[config.mk]
export PLATFORM = sky130hd
export DESIGN_NAME = length_prefix_deframer_flat
export DESIGN_NICKNAME = d
export VERILOG_FILES = /design/src/rtl/lpd_pkg.sv /design/src/rtl/lpd_stream_if.sv /design/src/rtl/length_prefix_deframer.sv /design/src/flat_wrapper.sv
export VERILOG_INCLUDE_DIRS = /design/src /design/src/rtl
export SDC_FILE = /design/constraint.sdc
export NUM_CORES = 1
export LEC_CHECK = 0
export BUFFER_PORTS_ARGS = -buffer_cell sky130_fd_sc_hd__clkbuf_2
export CORE_MARGIN = 4
export CORE_UTILIZATION = 53
export CTS_CLUSTER_DIAMETER = 80
export DETAILED_ROUTE_END_ITERATION = 8
export HOLD_SLACK_MARGIN = 0.06
export MAX_ROUTING_LAYER = met4
export PLACE_DENSITY = 0.81
export RECOVER_POWER = 100
export REMOVE_ABC_BUFFERS = 1
export SYNTH_ARGS = -nofsm -noshare
export SYNTH_HDL_FRONTEND = slang
export SYNTH_SLANG_ARGS = --single-unit
[constraint.sdc]
create_clock -name i_clk -period 3.3 [get_ports i_clk]
set_input_delay 0 -clock i_clk [delete_from_list [all_inputs] [get_ports i_clk]]
set_output_delay 0 -clock i_clk [all_outputs]
set_load 0.05 [all_outputs]
[src/rtl/length_prefix_deframer_macros.svh]
// Assertion macros shared by the length-prefix deframer RTL.
// Included by files that carry concurrent assertions; no other dependencies.
`ifndef LENGTH_PREFIX_DEFRAMER_MACROS_SVH
`define LENGTH_PREFIX_DEFRAMER_MACROS_SVH

// Same-cycle implication, disabled while reset is asserted.
`define LPD_ASSERT_NOW(label, clk, rst_n, ante, cons) \
    label: assert property (@(posedge clk) disable iff (!(rst_n)) (ante) |-> (cons)) \
        else $error("length_prefix_deframer: same-cycle check failed");

// Next-cycle implication, disabled while reset is asserted.
`define LPD_ASSERT_NEXT(label, clk, rst_n, ante, cons) \
    label: assert property (@(posedge clk) disable iff (!(rst_n)) (ante) |=> (cons)) \
        else $error("length_prefix_deframer: next-cycle check failed");

`endif

[src/rtl/lpd_pkg.sv]
// Package for the length-prefix deframer: result codes, error codes and defaults.
// No dependencies; used by the top level and the testbench.
`timescale 1ns / 1ps

package lpd_pkg;

    localparam int unsigned MAGIC_LEN_DEFAULT = 4;
    localparam int unsigned HEADER_LEN        = 4;
    localparam logic [31:0] MAGIC_RESET       = 32'h4947_4E49;

    typedef enum logic [1:0] {
        KIND_PAYLOAD = 2'd0,
        KIND_EMPTY   = 2'd1,
        KIND_ERROR   = 2'd2
    } t_kind;

    typedef enum logic {
        ERR_MAGIC   = 1'b0,
        ERR_NEG_LEN = 1'b1
    } t_err;

endpackage

[src/rtl/lpd_stream_if.sv]
// Valid/ready channel interfaces of the length-prefix deframer.
// lpd_byte_if carries received bytes in, lpd_result_if carries results out.
`timescale 1ns / 1ps

interface lpd_byte_if;
    logic       valid;
    logic       ready;
    logic [7:0] in_byte;

    modport source (output valid, output in_byte, input ready);
    modport sink   (input valid, input in_byte, output ready);
endinterface

interface lpd_result_if;
    logic       valid;
    logic       ready;
    logic [1:0] out_kind;
    logic [7:0] out_byte;
    logic       out_last;
    logic       error_code;

    modport source (output valid, output out_kind, output out_byte, output out_last,
                    output error_code, input ready);
    modport sink   (input valid, input out_kind, input out_byte, input out_last,
                    input error_code, output ready);
endinterface

[src/rtl/length_prefix_deframer.sv]
// Length-prefix deframer top level: one byte per cycle while no result waits, single result register.
// Depends on lpd_pkg, lpd_stream_if.sv and length_prefix_deframer_macros.svh.
`timescale 1ns / 1ps
`include "length_prefix_deframer_macros.svh"

// After reset the block expects MAGIC_LEN handshake bytes matching the most
// significant bytes of the magic word register; a mismatch gives one error
// result and the block then drops every byte until reset. After a match each
// frame is a 4-byte big-endian length followed by that many payload bytes,
// each delivered with a last flag; a zero length gives one empty-frame marker
// and a length with bit 31 set gives an error result and the sticky error
// state. A new byte is accepted in every cycle in which the result register
// is empty or being read out; a result left waiting in that register holds
// off the input. Write the magic word only while the block is idle.
module length_prefix_deframer #(
    parameter int unsigned MAGIC_LEN = lpd_pkg::MAGIC_LEN_DEFAULT
) (
    input  logic         i_clk,
    input  logic         i_rst_n,
    input  logic         i_cfg_we,
    input  logic [31:0]  i_cfg_wdata,
    lpd_byte_if.sink     i_in,
    lpd_result_if.source o_out
);

    localparam int unsigned MagicBits = 8 * MAGIC_LEN;
    localparam logic [1:0]  MagicLast = 2'(MAGIC_LEN - 1);
    localparam logic [1:0]  HdrLast   = 2'(lpd_pkg::HEADER_LEN - 1);

    typedef enum logic [3:0] {
        PH_MAGIC   = 4'b0001,
        PH_HEADER  = 4'b0010,
        PH_PAYLOAD = 4'b0100,
        PH_ERROR   = 4'b1000
    } t_phase;

    t_phase        r_phase,     n_phase;
    logic [1:0]    r_cnt,       n_cnt;
    logic [23:0]   r_gather,    n_gather;
    logic [30:0]   r_remain,    n_remain;
    logic [31:0]   r_magic;
    logic          r_out_valid, n_out_valid;
    lpd_pkg::t_kind r_kind,     n_kind;
    logic [7:0]    r_byte,      n_byte;
    logic          r_last,      n_last;
    lpd_pkg::t_err r_err,       n_err;

    logic        accept;
    logic        produce;
    logic [31:0] word;

    assign i_in.ready = !r_out_valid || o_out.ready;
    assign accept     = i_in.valid && i_in.ready;
    assign word       = {r_gather, i_in.in_byte};

    always_comb begin
        n_phase  = r_phase;
        n_cnt    = r_cnt;
        n_gather = r_gather;
        n_remain = r_remain;
        produce  = 1'b0;
        n_kind   = lpd_pkg::KIND_PAYLOAD;
        n_byte   = 8'd0;
        n_last   = 1'b0;
        n_err    = lpd_pkg::ERR_MAGIC;
        if (accept) begin
            unique case (r_phase)
                PH_MAGIC: begin
                    n_gather = word[23:0];
                    n_cnt    = r_cnt + 2'd1;
                    if (r_cnt == MagicLast) begin
                        n_cnt = 2'd0;
                        if (word[MagicBits-1:0] != r_magic[31 -: MagicBits]) begin
                            n_phase = PH_ERROR;
                            produce = 1'b1;
                            n_kind  = lpd_pkg::KIND_ERROR;
                            n_err   = lpd_pkg::ERR_MAGIC;
                        end else begin
                            n_phase = PH_HEADER;
                        end
                    end
                end
                PH_HEADER: begin
                    n_gather = word[23:0];
                    n_cnt    = r_cnt + 2'd1;
                    if (r_cnt == HdrLast) begin
                        n_cnt = 2'd0;
                        if (word[31]) begin
                            n_phase = PH_ERROR;
                            produce = 1'b1;
                            n_kind  = lpd_pkg::KIND_ERROR;
                            n_err   = lpd_pkg::ERR_NEG_LEN;
                        end else if (word[30:0] == 31'd0) begin
                            produce = 1'b1;
                            n_kind  = lpd_pkg::KIND_EMPTY;
                            n_last  = 1'b1;
                        end else begin
                            n_remain = word[30:0];
                            n_phase  = PH_PAYLOAD;
                        end
                    end
                end
                PH_PAYLOAD: begin
                    produce  = 1'b1;
                    n_kind   = lpd_pkg::KIND_PAYLOAD;
                    n_byte   = i_in.in_byte;
                    n_last   = (r_remain == 31'd1);
                    n_remain = r_remain - 31'd1;
                    if (r_remain == 31'd1) begin
                        n_phase = PH_HEADER;
                    end
                end
                PH_ERROR: begin
                    // Sticky until reset: bytes are taken and dropped.
                end
                default: begin
                    n_phase = PH_ERROR;
                end
            endcase
        end
    end

    always_comb begin
        n_out_valid = r_out_valid;
        if (accept) begin
            n_out_valid = produce;
        end else if (o_out.ready) begin
            n_out_valid = 1'b0;
        end
    end

    always_ff @(posedge i_clk) begin
        if (!i_rst_n) begin
            r_phase     <= PH_MAGIC;
            r_cnt       <= 2'd0;
            r_out_valid <= 1'b0;
            r_magic     <= lpd_pkg::MAGIC_RESET;
        end else begin
            r_phase     <= n_phase;
            r_cnt       <= n_cnt;
            r_out_valid <= n_out_valid;
            if (i_cfg_we) begin
                r_magic <= i_cfg_wdata;
            end
        end
    end

    always_ff @(posedge i_clk) begin
        r_gather <= n_gather;
        r_remain <= n_remain;
        if (accept && produce) begin
            r_kind <= n_kind;
            r_byte <= n_byte;
            r_last <= n_last;
            r_err  <= n_err;
        end
    end

    assign o_out.valid      = r_out_valid;
    assign o_out.out_kind   = r_kind;
    assign o_out.out_byte   = r_byte;
    assign o_out.out_last   = r_last;
    assign o_out.error_code = r_err;

    `LPD_ASSERT_NOW(a_phase_onehot, i_clk, i_rst_n, 1'b1, $onehot(r_phase))
    `LPD_ASSERT_NEXT(a_error_sticky, i_clk, i_rst_n, r_phase == PH_ERROR, r_phase == PH_ERROR)
    `LPD_ASSERT_NOW(a_payload_remain, i_clk, i_rst_n, r_phase == PH_PAYLOAD, r_remain != 31'd0)
    `LPD_ASSERT_NOW(a_cnt_gathering, i_clk, i_rst_n, r_cnt != 2'd0,
                    (r_phase == PH_MAGIC) || (r_phase == PH_HEADER))
    `LPD_ASSERT_NOW(a_nonpayload_zero, i_clk, i_rst_n,
                    r_out_valid && (r_kind != lpd_pkg::KIND_PAYLOAD), r_byte == 8'd0)

endmodule

[src/flat_wrapper.sv]
// flat-port wrapper written by rule: the top's interface ports become plain ports
module length_prefix_deframer_flat 
#(
    parameter int unsigned MAGIC_LEN = lpd_pkg::MAGIC_LEN_DEFAULT
)
  (i_clk, i_rst_n, i_cfg_we, i_cfg_wdata, i_in_valid, i_in_in_byte, i_in_ready, o_out_valid, o_out_out_kind, o_out_out_byte, o_out_out_last, o_out_error_code, o_out_ready);
  lpd_byte_if i_in_i ();
  lpd_result_if o_out_i ();
  input  logic i_clk;
  input  logic i_rst_n;
  input  logic i_cfg_we;
  input  logic [31:0] i_cfg_wdata;
  input wire logic [$bits(i_in_i.valid)-1:0] i_in_valid;
  input wire logic [$bits(i_in_i.in_byte)-1:0] i_in_in_byte;
  output wire logic [$bits(i_in_i.ready)-1:0] i_in_ready;
  output wire logic [$bits(o_out_i.valid)-1:0] o_out_valid;
  output wire logic [$bits(o_out_i.out_kind)-1:0] o_out_out_kind;
  output wire logic [$bits(o_out_i.out_byte)-1:0] o_out_out_byte;
  output wire logic [$bits(o_out_i.out_last)-1:0] o_out_out_last;
  output wire logic [$bits(o_out_i.error_code)-1:0] o_out_error_code;
  input wire logic [$bits(o_out_i.ready)-1:0] o_out_ready;
  assign i_in_i.valid = i_in_valid;
  assign i_in_i.in_byte = i_in_in_byte;
  assign i_in_ready = i_in_i.ready;
  assign o_out_valid = o_out_i.valid;
  assign o_out_out_kind = o_out_i.out_kind;
  assign o_out_out_byte = o_out_i.out_byte;
  assign o_out_out_last = o_out_i.out_last;
  assign o_out_error_code = o_out_i.error_code;
  assign o_out_i.ready = o_out_ready;
  length_prefix_deframer #(.MAGIC_LEN(MAGIC_LEN)) u_core (.i_clk(i_clk), .i_rst_n(i_rst_n), .i_cfg_we(i_cfg_we), .i_cfg_wdata(i_cfg_wdata), .i_in(i_in_i), .o_out(o_out_i));
endmodule
==> impl_summary.log <==
INFO  metric result_of_the_run = finished, violations left
INFO  metric violations = capacitance limit, slew limit
INFO  metric fp.coreArea = 9280 um^2
INFO  metric core.rowCount = 35
INFO  metric max-cap-violations = 2
INFO  metric vdd_drop_max = 0.373 mV
INFO  metric synth_warnings = 0
INFO  metric viasPerCell = 5.65
INFO  metric layout_worst_path_cycle_share = 0.857
INFO  metric multi_input_comb_area = 2140 um^2
INFO  metric initial_core_util = 0.546
INFO  metric final_common_cell = sky130_fd_sc_hd__edfxtp_1
INFO  metric setup_tns = 0 ps
INFO  metric fp.dieArea = 11200 um^2
INFO  metric holdWs = 79.1 ps
INFO  metric critical_path_fanouts_max = 63
INFO  metric placement.io_buffers = 58
INFO  metric grt_start_max_net_pins = 64
INFO  metric drt_drc_violations_left = 0
INFO  metric drive_gt1_frac = 0.110
INFO  metric number_of_antenna_violations_at_the_first_check_in_global_routing = 0
INFO  metric most_used_cells_in_the_layout_excluding_fill_and_tap_cells = sky130_fd_sc_hd__edfxtp_1, sky130_fd_sc_hd__dlygate4sd3_1, sky130_fd_sc_hd__nand2_1
INFO  metric static-leakage-power = 2.34 nW
INFO  metric busiest_layer = met2
INFO  metric postRouteWirelength = 12.7 mm
INFO  metric post_drt_wl_per_cell = 18.0 um
INFO  metric cell_count_after_synthesis = 466
INFO  metric postLayoutCellArea = 6160 um^2
INFO  metric setup.reg_to_reg.worst_slack = 470 ps
INFO  metric holdCritPathClass = in2reg
INFO  metric cts_max_level = 3
INFO  metric postSynth.asyncResetShare = 0
INFO  metric gpl.final_weighted_congestion = 0.930
INFO  metric dominantRegCellSynth = sky130_fd_sc_hd__edfxtp_1
INFO  metric vias = 3979
INFO  metric place.detailed.hpwl = 8.33 mm
INFO  metric design.portCount = 59
INFO  metric period_minus_slack = 2830 ps
INFO  metric timing.final.max_slew_violations = 44
INFO  metric final.setup_skew = 12.9 ps
INFO  metric antennaDiodeCount = 0
INFO  metric clk_latency = 380 ps
INFO  metric fmax = 354 MHz
INFO  metric setup_viol = 0
INFO  metric syn_avg_cell_area = 10.9 um^2
INFO  metric p_per_area = 551 nW/um^2
INFO  metric sequential_to_total_area_share_from_yosys_stat = 0.551
INFO  metric synth-edff-count = 67
INFO  metric cts_max_path_buffers = 2
INFO  metric numClockSinks = 106
INFO  metric drt-initial-drc-count = 317
INFO  metric via_count_of_the_first_global_routing_pass = 4056
INFO  metric cts_buffer_count = 9
INFO  metric cp_slowest_cell = sky130_fd_sc_hd__clkbuf_2
INFO  metric path_cells = inv_1 > or4_1 > clkbuf_2 > a21oi_1 > buf_4
INFO  metric endpoint_type_of_the_worst_setup_path = flip-flop
INFO  metric cts_root_buffer = sky130_fd_sc_hd__clkbuf_8
INFO  metric slew_headroom = -0.487
INFO  metric post_dp_cell_area = 5480 um^2
INFO  metric synth_area = 5070 um^2
INFO  metric postSynthRegisterBits = 106
INFO  metric power = 3.39 mW
INFO  metric place.detailed.instances = 633
INFO  metric grt_use_met3 = 0.0404
INFO  metric use_met1 = 0.309
INFO  metric die-height = 106 um
INFO  metric criticalPathCategory = reg2reg
INFO  metric critical_path.max_stage_delay = 600 ps
INFO  metric first_pass_iters = 4
INFO  metric cts_tree = built
INFO  metric number_of_hold_slack_violations_in_the_final_timing_report = 0
INFO  metric fp.dieW = 106 um
INFO  metric grtUsageTotal = 0.242
INFO  metric fin_cells = 704
INFO  metric routed_antenna_nets = 0
INFO  metric sequential_standard_cell_area = 2790 um^2
INFO  metric grt_pass1_wl = 20.5 mm
INFO  metric flow.area_growth_from_synthesis = 21.4%
INFO  metric final.fill_count = 747
INFO  metric tightestPinTransition = 2230 ps
INFO  metric setup.worst_path.start_class = flip-flop
INFO  metric grtUsageMet2 = 0.393
INFO  metric worst_ep_arrival_time = 2860 ps
INFO  metric yosys.cell_types.count = 45
INFO  metric clk_pin_slew_worst_paths = 110 ps
INFO  metric grt-ovfl-total = 0
INFO  metric nets = 618
INFO  metric unrepaired_setup_endpoints_after_global_routing = false
INFO  metric critPathRequiredTime = 3340 ps
[Yosys cell counts (3+ instances only)]
master / count / area (um^2)
sky130_fd_sc_hd__mux2i_1: 34 / 340
sky130_fd_sc_hd__nand4_1: 9 / 56.3
sky130_fd_sc_hd__buf_1: 3 / 11.3
sky130_fd_sc_hd__nor4_1: 23 / 144
sky130_fd_sc_hd__and2_1: 3 / 18.8
sky130_fd_sc_hd__nor2_1: 37 / 139
sky130_fd_sc_hd__clkbuf_1: 22 / 82.6
sky130_fd_sc_hd__dfxtp_1: 39 / 781
sky130_fd_sc_hd__inv_1: 7 / 26.3
sky130_fd_sc_hd__nand2_1: 54 / 203
sky130_fd_sc_hd__a21oi_1: 3 / 15.0
sky130_fd_sc_hd__and3_1: 9 / 56.3
sky130_fd_sc_hd__ha_1: 3 / 37.5
sky130_fd_sc_hd__nor3_1: 8 / 40.0
sky130_fd_sc_hd__xnor2_1: 11 / 96.3
sky130_fd_sc_hd__a31oi_1: 4 / 25.0
sky130_fd_sc_hd__or4_1: 6 / 45.0
sky130_fd_sc_hd__nand3_1: 6 / 30.0
sky130_fd_sc_hd__nand2b_1: 3 / 18.8
sky130_fd_sc_hd__xor2_1: 50 / 438
sky130_fd_sc_hd__o21ai_0: 34 / 170
sky130_fd_sc_hd__nand4b_1: 4 / 35.0
sky130_fd_sc_hd__edfxtp_1: 67 / 2010
[per-layer routing]
layer / vias up / wire, um
met2: 168 / 6280
met1: 1891 / 5280
li1: 1888 / -
met4: 0 / 329
met3: 32 / 820
met5: - / 0
[power breakdown]
group	leakage (nW)	switching, mW	internal, mW
registers	0.932	0.249	1.70
logic	1.30	0.382	0.284
clock network	0.101	0.482	0.295
total	2.34	1.11	2.28
[cell families after synthesis]
family	count (synthesis)	synth area share
DFF	106	0.551
buffers and inverters	33	0.0247
xor gates and xnor gates	61	0.105
AOI/OAI and AO/OA	50	0.0592
adders and majority gates	3	0.00740
muxes	35	0.0693
and+or+nand+nor	178	0.184
[sequential cells by signal, summed over array words and instances, names as in the netlist]
register,flops
u_core.o_out.error_code,1
u_core.o_out.out_byte,8
u_core.o_out.out_kind,2
u_core.o_out.out_last,1
u_core.o_out.valid,1
u_core.r_cnt,2
u_core.r_gather,24
u_core.r_magic,32
u_core.r_phase,4
u_core.r_remain,31
[final timing paths]
| path | startpoint | endpoint | cells after the start |
|---|---|---|---|
| max | u_core.r_phase[2] | u_core.r_remain[10] | 5 |
| min | i_rst_n | u_core.r_phase[0] | 2 |
| max reg2reg | u_core.r_phase[2] | u_core.r_remain[10] | 5 |
| min reg2reg | u_core.r_magic[5] | u_core.r_magic[5] | 2 |
[repair_timing]
action,in CTS,in global routing
hold buffers,55,0
resized for setup,0,0
buffers inserted,0,0
hold endpoints to repair,43,0
setup endpoints to repair,0,0
[stage by stage]
step / setup WS, ps / util
6_report: 473 / 0.663
5_1_grt: 283 / 0.663
4_1_cts: 564 / 0.670
3_5_place_dp: 573 / 0.590
3_3_place_gp: 646 / 0.590
2_1_floorplan: -371 / -
[critical path, delay by kind of cell, from the launching register on]
family / cells / cell delay, ps
buffers and inverters: 3 / 1140
and+or+nand+nor: 1 / 490
DFF: 1 / 480
AOI/OAI and AO/OA: 1 / 350
[cell type report]
type / instances / area share
well taps: 129 / 0.0262
inverters: 7 / 0.00427
flip-flops and latches: 106 / 0.454
repair buffers: 119 / 0.138
clock buffers: 9 / 0.0201
multi-input cells: 327 / 0.347
clock inverters: 7 / 0.0110
(Power assumes the default switching activity.)
